<file path="src/hdl/ltsc_pkg.sv">
// ----------------------------------------------------------------------------
// Line tracking steering controller package
// Shared types, register indexes and reset values for the controller.
// ----------------------------------------------------------------------------
package ltsc_pkg;

    localparam int CFG_IDX_W  = 8;
    localparam int CFG_DATA_W = 8;
    localparam int POWER_W    = 7;
    localparam int CMD_W      = 8;

    localparam logic [CFG_IDX_W-1:0] CFG_LEFT_BASE  = 8'd0;
    localparam logic [CFG_IDX_W-1:0] CFG_RIGHT_BASE = 8'd1;
    localparam logic [CFG_IDX_W-1:0] CFG_SOFT_CORR  = 8'd2;
    localparam logic [CFG_IDX_W-1:0] CFG_HARD_CORR  = 8'd3;
    localparam logic [CFG_IDX_W-1:0] CFG_MIN_POWER  = 8'd4;
    localparam logic [CFG_IDX_W-1:0] CFG_CONFIRM    = 8'd5;
    localparam logic [CFG_IDX_W-1:0] CFG_LOST_DELAY = 8'd6;
    localparam logic [CFG_IDX_W-1:0] CFG_REVERSE    = 8'd7;

    localparam logic [POWER_W-1:0] RST_LEFT_BASE  = 7'd50;
    localparam logic [POWER_W-1:0] RST_RIGHT_BASE = 7'd50;
    localparam logic [POWER_W-1:0] RST_SOFT_CORR  = 7'd15;
    localparam logic [POWER_W-1:0] RST_HARD_CORR  = 7'd30;
    localparam logic [POWER_W-1:0] RST_MIN_POWER  = 7'd35;
    localparam logic [3:0]         RST_CONFIRM    = 4'd2;
    localparam logic [7:0]         RST_LOST_DELAY = 8'd0;

    localparam logic [POWER_W-1:0] POWER_MAX = 7'd100;

    typedef enum logic [2:0] {
        CLS_CENTER    = 3'd0,
        CLS_LEFT      = 3'd1,
        CLS_RIGHT     = 3'd2,
        CLS_FAR_LEFT  = 3'd3,
        CLS_FAR_RIGHT = 3'd4,
        CLS_LOST      = 3'd5,
        CLS_AMBIG     = 3'd6
    } t_class;

    typedef enum logic [2:0] {
        ST_STOPPED     = 3'd0,
        ST_TRACK       = 3'd1,
        ST_CORR_LEFT   = 3'd2,
        ST_CORR_RIGHT  = 3'd3,
        ST_RECOV_LEFT  = 3'd4,
        ST_RECOV_RIGHT = 3'd5,
        ST_LOST_FWD    = 3'd6,
        ST_FAULT       = 3'd7
    } t_state;

    typedef struct packed {
        logic [POWER_W-1:0] left_base;
        logic [POWER_W-1:0] right_base;
        logic [POWER_W-1:0] soft_corr;
        logic [POWER_W-1:0] hard_corr;
        logic [POWER_W-1:0] min_power;
        logic [3:0]         confirm;
        logic [7:0]         lost_delay;
        logic               reverse;
    } t_cfg;

endpackage

</file>
<file path="src/hdl/ltsc_cmd.sv">
// ----------------------------------------------------------------------------
// Wheel command unit
// Turns a tracking state and the power registers into signed wheel commands.
// ----------------------------------------------------------------------------
module ltsc_cmd
    import ltsc_pkg::*;
(
    input  t_state                  i_state,
    input  t_cfg                    i_cfg,
    output logic signed [CMD_W-1:0] o_left,
    output logic signed [CMD_W-1:0] o_right
);

    function automatic logic [POWER_W-1:0] usable(
        input logic signed [9:0]    p,
        input logic [POWER_W-1:0]   lo
    );
        logic signed [9:0] q;
        q = p;
        if (p <= 10'sd0) begin
            q = 10'sd0;
        end else begin
            if (p < $signed({3'b000, lo})) begin
                q = $signed({3'b000, lo});
            end
            if (q > $signed({3'b000, POWER_MAX})) begin
                q = $signed({3'b000, POWER_MAX});
            end
        end
        return q[POWER_W-1:0];
    endfunction

    logic                     steer;
    logic                     to_left;
    logic [POWER_W-1:0]       corr;
    logic signed [9:0]        l_sum;
    logic signed [9:0]        r_sum;
    logic [POWER_W-1:0]       l_pow;
    logic [POWER_W-1:0]       r_pow;

    always_comb begin
        steer   = 1'b1;
        to_left = 1'b0;
        corr    = '0;
        unique case (i_state)
            ST_TRACK, ST_LOST_FWD: begin
                corr = '0;
            end
            ST_CORR_LEFT: begin
                to_left = 1'b1;
                corr    = i_cfg.soft_corr;
            end
            ST_CORR_RIGHT: begin
                corr = i_cfg.soft_corr;
            end
            ST_RECOV_LEFT: begin
                to_left = 1'b1;
                corr    = i_cfg.hard_corr;
            end
            ST_RECOV_RIGHT: begin
                corr = i_cfg.hard_corr;
            end
            default: begin
                steer = 1'b0;
            end
        endcase

        if (to_left ^ i_cfg.reverse) begin
            l_sum = $signed({3'b000, i_cfg.left_base})  - $signed({3'b000, corr});
            r_sum = $signed({3'b000, i_cfg.right_base}) + $signed({3'b000, corr});
        end else begin
            l_sum = $signed({3'b000, i_cfg.left_base})  + $signed({3'b000, corr});
            r_sum = $signed({3'b000, i_cfg.right_base}) - $signed({3'b000, corr});
        end

        l_pow = usable(l_sum, i_cfg.min_power);
        r_pow = usable(r_sum, i_cfg.min_power);

        if (steer) begin
            o_left  = $signed({1'b0, l_pow});
            o_right = -$signed({1'b0, r_pow});
        end else begin
            o_left  = '0;
            o_right = '0;
        end
    end

endmodule

</file>
<file path="src/hdl/line_tracking_steering_controller_core.sv">
// ----------------------------------------------------------------------------
// Line tracking steering controller
// Classifies a four-sensor mask, filters it, runs the tracking machine and
// produces signed wheel commands once per control tick.
// ----------------------------------------------------------------------------
// The block takes one control tick per clock cycle and returns its result in the
// next cycle from a single result register. A new request is taken whenever
// that register is empty or is being drained in the same cycle, so with the
// output side always ready the block sustains one tick per cycle. The state
// update for a tick is finished at the edge that takes it, so the next tick
// follows without a gap. Configuration writes are always accepted.
module line_tracking_steering_controller_core
    import ltsc_pkg::*;
(
    input  logic                  i_clk,
    input  logic                  i_rst_n,
    // s_axis tdata: [3:0] sensor mask, [4] button_event, [7:5] zero
    input  logic                  s_axis_tvalid,
    output logic                  s_axis_tready,
    input  logic [7:0]            s_axis_tdata,
    // m_axis tdata: [2:0] line_state, [3] running, [6:4] observation,
    // [14:7] left wheel power, [22:15] right wheel power, [23] zero
    output logic                  m_axis_tvalid,
    input  logic                  m_axis_tready,
    output logic [23:0]           m_axis_tdata,
    input  logic                  i_cfg_valid,
    output logic                  o_cfg_ready,
    input  logic [CFG_IDX_W-1:0]  i_cfg_index,
    input  logic [CFG_DATA_W-1:0] i_cfg_data
);

    function automatic t_class classify(input logic [3:0] m);
        t_class c;
        if (m == 4'b0000) begin
            c = CLS_LOST;
        end else if (m[3] && m[0]) begin
            c = CLS_AMBIG;
        end else if (m[2] && m[1]) begin
            c = CLS_CENTER;
        end else if ((m[3] && m[1]) || (m[0] && m[2])) begin
            c = CLS_AMBIG;
        end else if (m[3]) begin
            c = CLS_FAR_LEFT;
        end else if (m[0]) begin
            c = CLS_FAR_RIGHT;
        end else if (m[2]) begin
            c = CLS_LEFT;
        end else begin
            c = CLS_RIGHT;
        end
        return c;
    endfunction

    t_cfg         r_cfg;
    logic         r_run;
    t_state       r_state;
    logic         r_primed;
    t_class       r_cand;
    t_class       r_stable;
    logic [3:0]   r_reps;
    logic [7:0]   r_lost_ticks;
    logic         r_lost_act;
    logic         r_out_valid;
    logic [23:0]  r_out_data;

    logic         n_run;
    t_state       n_state;
    logic         n_primed;
    t_class       n_cand;
    t_class       n_stable;
    logic [3:0]   n_reps;
    logic [7:0]   n_lost_ticks;
    logic         n_lost_act;

    logic         in_accept;
    logic [3:0]   mask;
    logic         button;
    t_class       meas;
    t_class       obs;
    logic [3:0]   need;
    logic [7:0]   lost_count;

    logic signed [CMD_W-1:0] left_cmd;
    logic signed [CMD_W-1:0] right_cmd;

    assign s_axis_tready = !r_out_valid || m_axis_tready;
    assign in_accept     = s_axis_tvalid && s_axis_tready;
    assign o_cfg_ready   = 1'b1;
    assign m_axis_tvalid = r_out_valid;
    assign m_axis_tdata  = r_out_data;

    assign mask   = s_axis_tdata[3:0];
    assign button = s_axis_tdata[4];

    always_comb begin
        meas         = classify(mask);
        need         = (r_cfg.confirm == 4'd0) ? 4'd1 : r_cfg.confirm;
        n_primed     = r_primed;
        n_cand       = r_cand;
        n_stable     = r_stable;
        n_reps       = r_reps;
        n_run        = r_run;
        n_state      = r_state;
        n_lost_ticks = r_lost_ticks;
        n_lost_act   = r_lost_act;
        lost_count   = '0;

        if (meas == CLS_LOST) begin
            obs = CLS_LOST;
        end else if (!r_primed) begin
            n_primed = 1'b1;
            n_cand   = meas;
            n_stable = meas;
            n_reps   = need;
            obs      = meas;
        end else begin
            n_cand = meas;
            if (meas != r_cand) begin
                n_reps = 4'd1;
            end else if (r_reps < need) begin
                n_reps = r_reps + 4'd1;
            end
            if (n_reps >= need) begin
                n_stable = meas;
            end
            obs = n_stable;
        end

        if (button) begin
            if (r_run) begin
                n_run   = 1'b0;
                n_state = ST_STOPPED;
            end else if (obs == CLS_LOST || obs == CLS_AMBIG) begin
                n_state = ST_FAULT;
            end else begin
                n_run        = 1'b1;
                n_lost_act   = 1'b0;
                n_lost_ticks = '0;
            end
        end

        if (n_run) begin
            if (obs == CLS_LOST) begin
                lost_count = n_lost_act ? n_lost_ticks : 8'd0;
                n_lost_act = 1'b1;
                if (lost_count >= r_cfg.lost_delay) begin
                    n_run        = 1'b0;
                    n_state      = ST_FAULT;
                    n_lost_ticks = lost_count;
                end else begin
                    n_state      = ST_LOST_FWD;
                    n_lost_ticks = lost_count + 8'd1;
                end
            end else if (obs == CLS_AMBIG) begin
                n_run   = 1'b0;
                n_state = ST_FAULT;
            end else begin
                n_lost_act   = 1'b0;
                n_lost_ticks = '0;
                unique case (obs)
                    CLS_CENTER:   n_state = ST_TRACK;
                    CLS_LEFT:     n_state = ST_CORR_LEFT;
                    CLS_RIGHT:    n_state = ST_CORR_RIGHT;
                    CLS_FAR_LEFT: n_state = ST_RECOV_LEFT;
                    default:      n_state = ST_RECOV_RIGHT;
                endcase
            end
        end
    end

    ltsc_cmd u_cmd (
        .i_state (n_state),
        .i_cfg   (r_cfg),
        .o_left  (left_cmd),
        .o_right (right_cmd)
    );

    always_ff @(posedge i_clk) begin
        if (!i_rst_n) begin
            r_cfg.left_base  <= RST_LEFT_BASE;
            r_cfg.right_base <= RST_RIGHT_BASE;
            r_cfg.soft_corr  <= RST_SOFT_CORR;
            r_cfg.hard_corr  <= RST_HARD_CORR;
            r_cfg.min_power  <= RST_MIN_POWER;
            r_cfg.confirm    <= RST_CONFIRM;
            r_cfg.lost_delay <= RST_LOST_DELAY;
            r_cfg.reverse    <= 1'b0;
        end else if (i_cfg_valid) begin
            unique case (i_cfg_index)
                CFG_LEFT_BASE:  r_cfg.left_base  <= i_cfg_data[POWER_W-1:0];
                CFG_RIGHT_BASE: r_cfg.right_base <= i_cfg_data[POWER_W-1:0];
                CFG_SOFT_CORR:  r_cfg.soft_corr  <= i_cfg_data[POWER_W-1:0];
                CFG_HARD_CORR:  r_cfg.hard_corr  <= i_cfg_data[POWER_W-1:0];
                CFG_MIN_POWER:  r_cfg.min_power  <= i_cfg_data[POWER_W-1:0];
                CFG_CONFIRM:    r_cfg.confirm    <= i_cfg_data[3:0];
                CFG_LOST_DELAY: r_cfg.lost_delay <= i_cfg_data[7:0];
                CFG_REVERSE:    r_cfg.reverse    <= i_cfg_data[0];
                default: begin
                end
            endcase
        end
    end

    always_ff @(posedge i_clk) begin
        if (!i_rst_n) begin
            r_run        <= 1'b0;
            r_state      <= ST_STOPPED;
            r_primed     <= 1'b0;
            r_cand       <= CLS_CENTER;
            r_stable     <= CLS_CENTER;
            r_reps       <= '0;
            r_lost_ticks <= '0;
            r_lost_act   <= 1'b0;
            r_out_valid  <= 1'b0;
        end else begin
            if (in_accept) begin
                r_run        <= n_run;
                r_state      <= n_state;
                r_primed     <= n_primed;
                r_cand       <= n_cand;
                r_stable     <= n_stable;
                r_reps       <= n_reps;
                r_lost_ticks <= n_lost_ticks;
                r_lost_act   <= n_lost_act;
                r_out_valid  <= 1'b1;
            end else if (m_axis_tready) begin
                r_out_valid  <= 1'b0;
            end
        end
    end

    always_ff @(posedge i_clk) begin
        if (in_accept) begin
            r_out_data <= {1'b0, right_cmd, left_cmd, obs, n_run, n_state};
        end
    end

    // A running result always carries one of the tracking states.
    a_run_state: assert property (@(posedge i_clk) disable iff (!i_rst_n)
        r_out_valid && r_out_data[3] |->
            r_out_data[2:0] != ST_STOPPED && r_out_data[2:0] != ST_FAULT)
        else $error("running result with stopped or fault state");

    // Stopped and fault give zero wheel commands.
    a_idle_zero: assert property (@(posedge i_clk) disable iff (!i_rst_n)
        r_out_valid && (r_out_data[2:0] == ST_STOPPED || r_out_data[2:0] == ST_FAULT)
            |-> r_out_data[22:7] == 16'd0)
        else $error("nonzero command while stopped or faulted");

    // Lost forward is only entered on a lost observation.
    a_lost_obs: assert property (@(posedge i_clk) disable iff (!i_rst_n)
        r_out_valid && r_out_data[2:0] == ST_LOST_FWD |-> r_out_data[6:4] == CLS_LOST)
        else $error("lost forward without a lost observation");

    // Every accepted request shows a result in the next cycle.
    a_result: assert property (@(posedge i_clk) disable iff (!i_rst_n)
        in_accept |=> r_out_valid)
        else $error("accepted request produced no result");

    // Left command is never negative and right command never positive.
    a_cmd_sign: assert property (@(posedge i_clk) disable iff (!i_rst_n)
        r_out_valid |-> !r_out_data[14] && !(r_out_data[22:15] != 8'd0 && !r_out_data[22]))
        else $error("wheel command with wrong sign");

endmodule

</file>
<file path="config.mk">
export PLATFORM = sky130hd
export DESIGN_NAME = line_tracking_steering_controller_core
export DESIGN_NICKNAME = d
export VERILOG_FILES = /design/src/hdl/ltsc_pkg.sv /design/src/hdl/ltsc_cmd.sv /design/src/hdl/line_tracking_steering_controller_core.sv
export SDC_FILE = /design/constraint.sdc
export NUM_CORES = 1
export LEC_CHECK = 0
export BUFFER_PORTS_ARGS = -buffer_cell sky130_fd_sc_hd__buf_4
export CAP_MARGIN = 10
export CORE_ASPECT_RATIO = 1.5
export CORE_MARGIN = 2
export CORE_UTILIZATION = 27
export DETAILED_ROUTE_END_ITERATION = 10
export GPL_TIMING_DRIVEN = 0
export SYNTH_ARGS = -nofsm -noshare
export SYNTH_HDL_FRONTEND = slang
export SYNTH_SLANG_ARGS = --single-unit
</file>
<file path="constraint.sdc">
create_clock -name i_clk -period 14.7 [get_ports i_clk]
set_input_delay 2.94 -clock i_clk [delete_from_list [all_inputs] [get_ports i_clk]]
set_output_delay 2.94 -clock i_clk [all_outputs]
set_load 0.01 [all_outputs]
</file>
==> results.json <==
{
  "fp-row-count": 74,
  "cp_data_required_time_ns": 14.78,
  "p_per_area_nw_per_um2": 128,
  "finalSetupViolations": 0,
  "nFillCells": 2828,
  "final_nets": 1019,
  "antenna_cells": 0,
  "fin_cells": 1269,
  "reg2reg_slack_ns": 2.87,
  "crit_fanout": 10,
  "min_period_ns": 13.86,
  "synth_area_um2": 7430,
  "tightest_slew_ns": 1.04,
  "arrival_ns": 13.94,
  "crit_slowest_cell": "o41ai_1",
  "holdPathEnd": "r_cfg[21]",
  "path_common_cell": "ha_1",
  "grt_pass1_wl_um": 33700,
  "synthCells": 866,
  "hold_violations": 0,
  "rsz0062_at_grt": "no",
  "leakage_nw": 3.54,
  "vias": 6427,
  "gp_congestion": 0.871,
  "min_period_over_period_pct": 94.3,
  "worst_hold_startpoint": "r_cfg[21]",
  "clock_skew_ns": 0.0108,
  "rr_worst_depth": 54,
  "port_buffers": 44,
  "globalRoute.totalOverflow": 0,
  "fp.dieW_um": 139,
  "drc": 0,
  "synth_top_flop_cell": "dfxtp_1",
  "synthArstFlopShare_pct": 0,
  "clkLatencyLatePin_ns": 0.36,
  "hold_depth": 2,
  "tns_ns": 0,
  "max_slew_margin_pct": 30.5,
  "max_stage_delay_ns": 0.49,
  "grt_start_max_net_pins": 29,
  "numCtsBuffers": 9,
  "cts_max_level": 3,
  "clock-sinks": 95,
  "ctsRootBufferMaster": "clkbuf_16",
  "syn2layout_area_growth_pct": 14.7,
  "r2r_start": "r_cfg[10]",
  "grt.total_usage_pct": 14.5,
  "ys_types": 89,
  "max-vdd-ir-drop_v": 0.0000733,
  "start_util_pct": 27.4,
  "seq_area_frac_synth_pct": 28.6,
  "fmax_ghz": 0.0722,
  "viasPerCell": 5.06,
  "synth_edf_count": 22,
  "coreArea_um2": 27100,
  "drt_iter0_markers": 349,
  "yosys-top-cells-count": "nand2_1, dfxtp_1, ha_1, nor2_1, inv_1",
  "slew_viol_final": 0,
  "drt_wl_total_um": 20700,
  "hpwl_um": 16300,
  "dieArea_um2": 28900,
  "ys_top_cells_by_area": "dfxtp_1, ha_1, edfxtp_1",
  "status": "finished, final reports clean",
  "hold_class": "flip-flop to flip-flop",
  "ys_warn_count": 0,
  "yosysTopAreaCell": "dfxtp_1",
  "die_height_um": 207,
  "syn_avg_cell_area_um2": 8.58,
  "cts_tree": "yes",
  "drt-pass1-iter-count": 5,
  "maxCapViolCount": 0,
  "clk_path_buf_depth": 2,
  "antenna_left": 0,
  "route.detailed.wl_per_inst_um": 16.3,
  "antenna_found_initial": 0,
  "clk_pin_slew_worst_paths_ns": 0.07,
  "drive_gt1_share_pct": 11.5,
  "end_kind": "flip-flop",
  "critPathKind": "input pin to flip-flop",
  "ioPinCount": 56,
  "synth_top_cell_area_share_pct": 19.7,
  "grt_pass1_vias": 6481,
  "worstReg2RegEnd": "m_axis_tdata[21]",
  "synth_most_common_cell": "nand2_1",
  "critPathLaunchType": "input pin",
  "synth_seq_cells": 95,
  "post_cts_buffers": 0,
  "dp_cells": 1253
}
==> routing by layer <==
| layer | wire length [um] | global-route usage, % |
|---|---|---|
| met1 | 8260 | 15.7 |
| met2 | 11200 | 27.7 |
| met3 | 542 | 1.92 |
| met4 | 728 | 6.13 |
| met5 | 0 | 0 |
==> power by group <==
part	switching [mW]	internal, mW	leakage [nW]
registers	0.00813	0.305	0.805
logic	0.310	0.210	2.58
clock network	0.106	0.148	0.152
==> worst max path at each step <==
| stage | from | endpoint | slack [ns] | depth (start not counted) |
|---|---|---|---|---|
| CTS | s_axis_tdata[0] | m_axis_tdata[21] | 0.53 | 53 |
| global route | s_axis_tdata[0] | m_axis_tdata[21] | 0.05 | 52 |
| floorplan | s_axis_tdata[0] | m_axis_tdata[19] | 2.31 | 52 |
| finish | s_axis_tdata[0] | m_axis_tdata[21] | 0.84 | 53 |
| global placement | s_axis_tdata[0] | m_axis_tdata[21] | 0.24 | 53 |
| detailed placement | s_axis_tdata[0] | m_axis_tdata[21] | 0.19 | 52 |
==> worst max-delay path: cells and delay by family <==
family                   cells  cell delay, ns
buffers and inverters        9            2.04
multiplexers                 2            0.34
AND/OR/NAND/NOR             14            2.15
adder cells (fa/ha/maj)      6            1.60
AO/OA/AOI/OAI               20            4.29
XOR/XNOR                     2            0.54
==> kinds of logic after synthesis <==
kind of cell               share of synthesized area [%]
xor gates and xnor gates                            2.68
buffers and inverters                               5.24
DFF                                                 28.6
and+or+nand+nor                                     22.6
other                                              0.101
muxes                                               9.43
adders and majority gates                           11.9
AOI/OAI and AO/OA                                   19.6
==> state kept, by name (all words and copies together) (netlist names) <==
name,flops
r_lost_act,1
r_cfg,48
r_state,3
r_lost_ticks,8
m_axis_tvalid,1
r_stable,3
m_axis_tdata,22
r_reps,4
r_cand,3
r_run,1
r_primed,1
==> what timing repair did <==
item,in CTS,in global routing
gates resized for setup,0,4
hold buffers,0,0
setup endpoints to repair,0,4
==> layout make-up <==
cell class              count  area [um^2]  area share (%)
flip-flops and latches     95         2120            24.9
inverters                  59          224            2.63
plain buffers              36          166            1.95
repair buffers             44          330            3.87
multi-input cells         677         4940            58.0
clock buffers              14          275            3.23
well taps                 342          428            5.02
clock inverters             2         38.8           0.455
==> metrics by stage <==
stage	utilization (%)	hold slack [ns]	power [mW]	cell area, um^2	worst slack (ns)
after floorplan	-	0.442	0.690	7430	2.31
after global placement	30.2	0.453	0.827	8190	0.240
after detailed placement	30.2	0.461	0.833	8200	0.194
after CTS	31.4	0.477	1.09	8510	0.531
after global routing	31.4	0.503	1.17	8530	0.0526
final	31.4	0.472	1.09	8530	0.841
==> cell usage in the layout (no fill, tap or decap), types with 18 or more instances in the layout <==
master / netlist / final
nand2_1: 93 / 93
edfxtp_1: 22 / 22
buf_4: 5 / 49
nand3_1: 20 / 20
nor2b_1: 49 / 49
mux2i_1: 55 / 55
inv_1: 56 / 56
a21oi_1: 40 / 40
dfxtp_1: 73 / 73
nand2b_1: 18 / 18
nor2_1: 64 / 64
o21ai_0: 26 / 26
clkbuf_1: 24 / 26
ha_1: 64 / 64
Power figures use the tool's default switching activity.
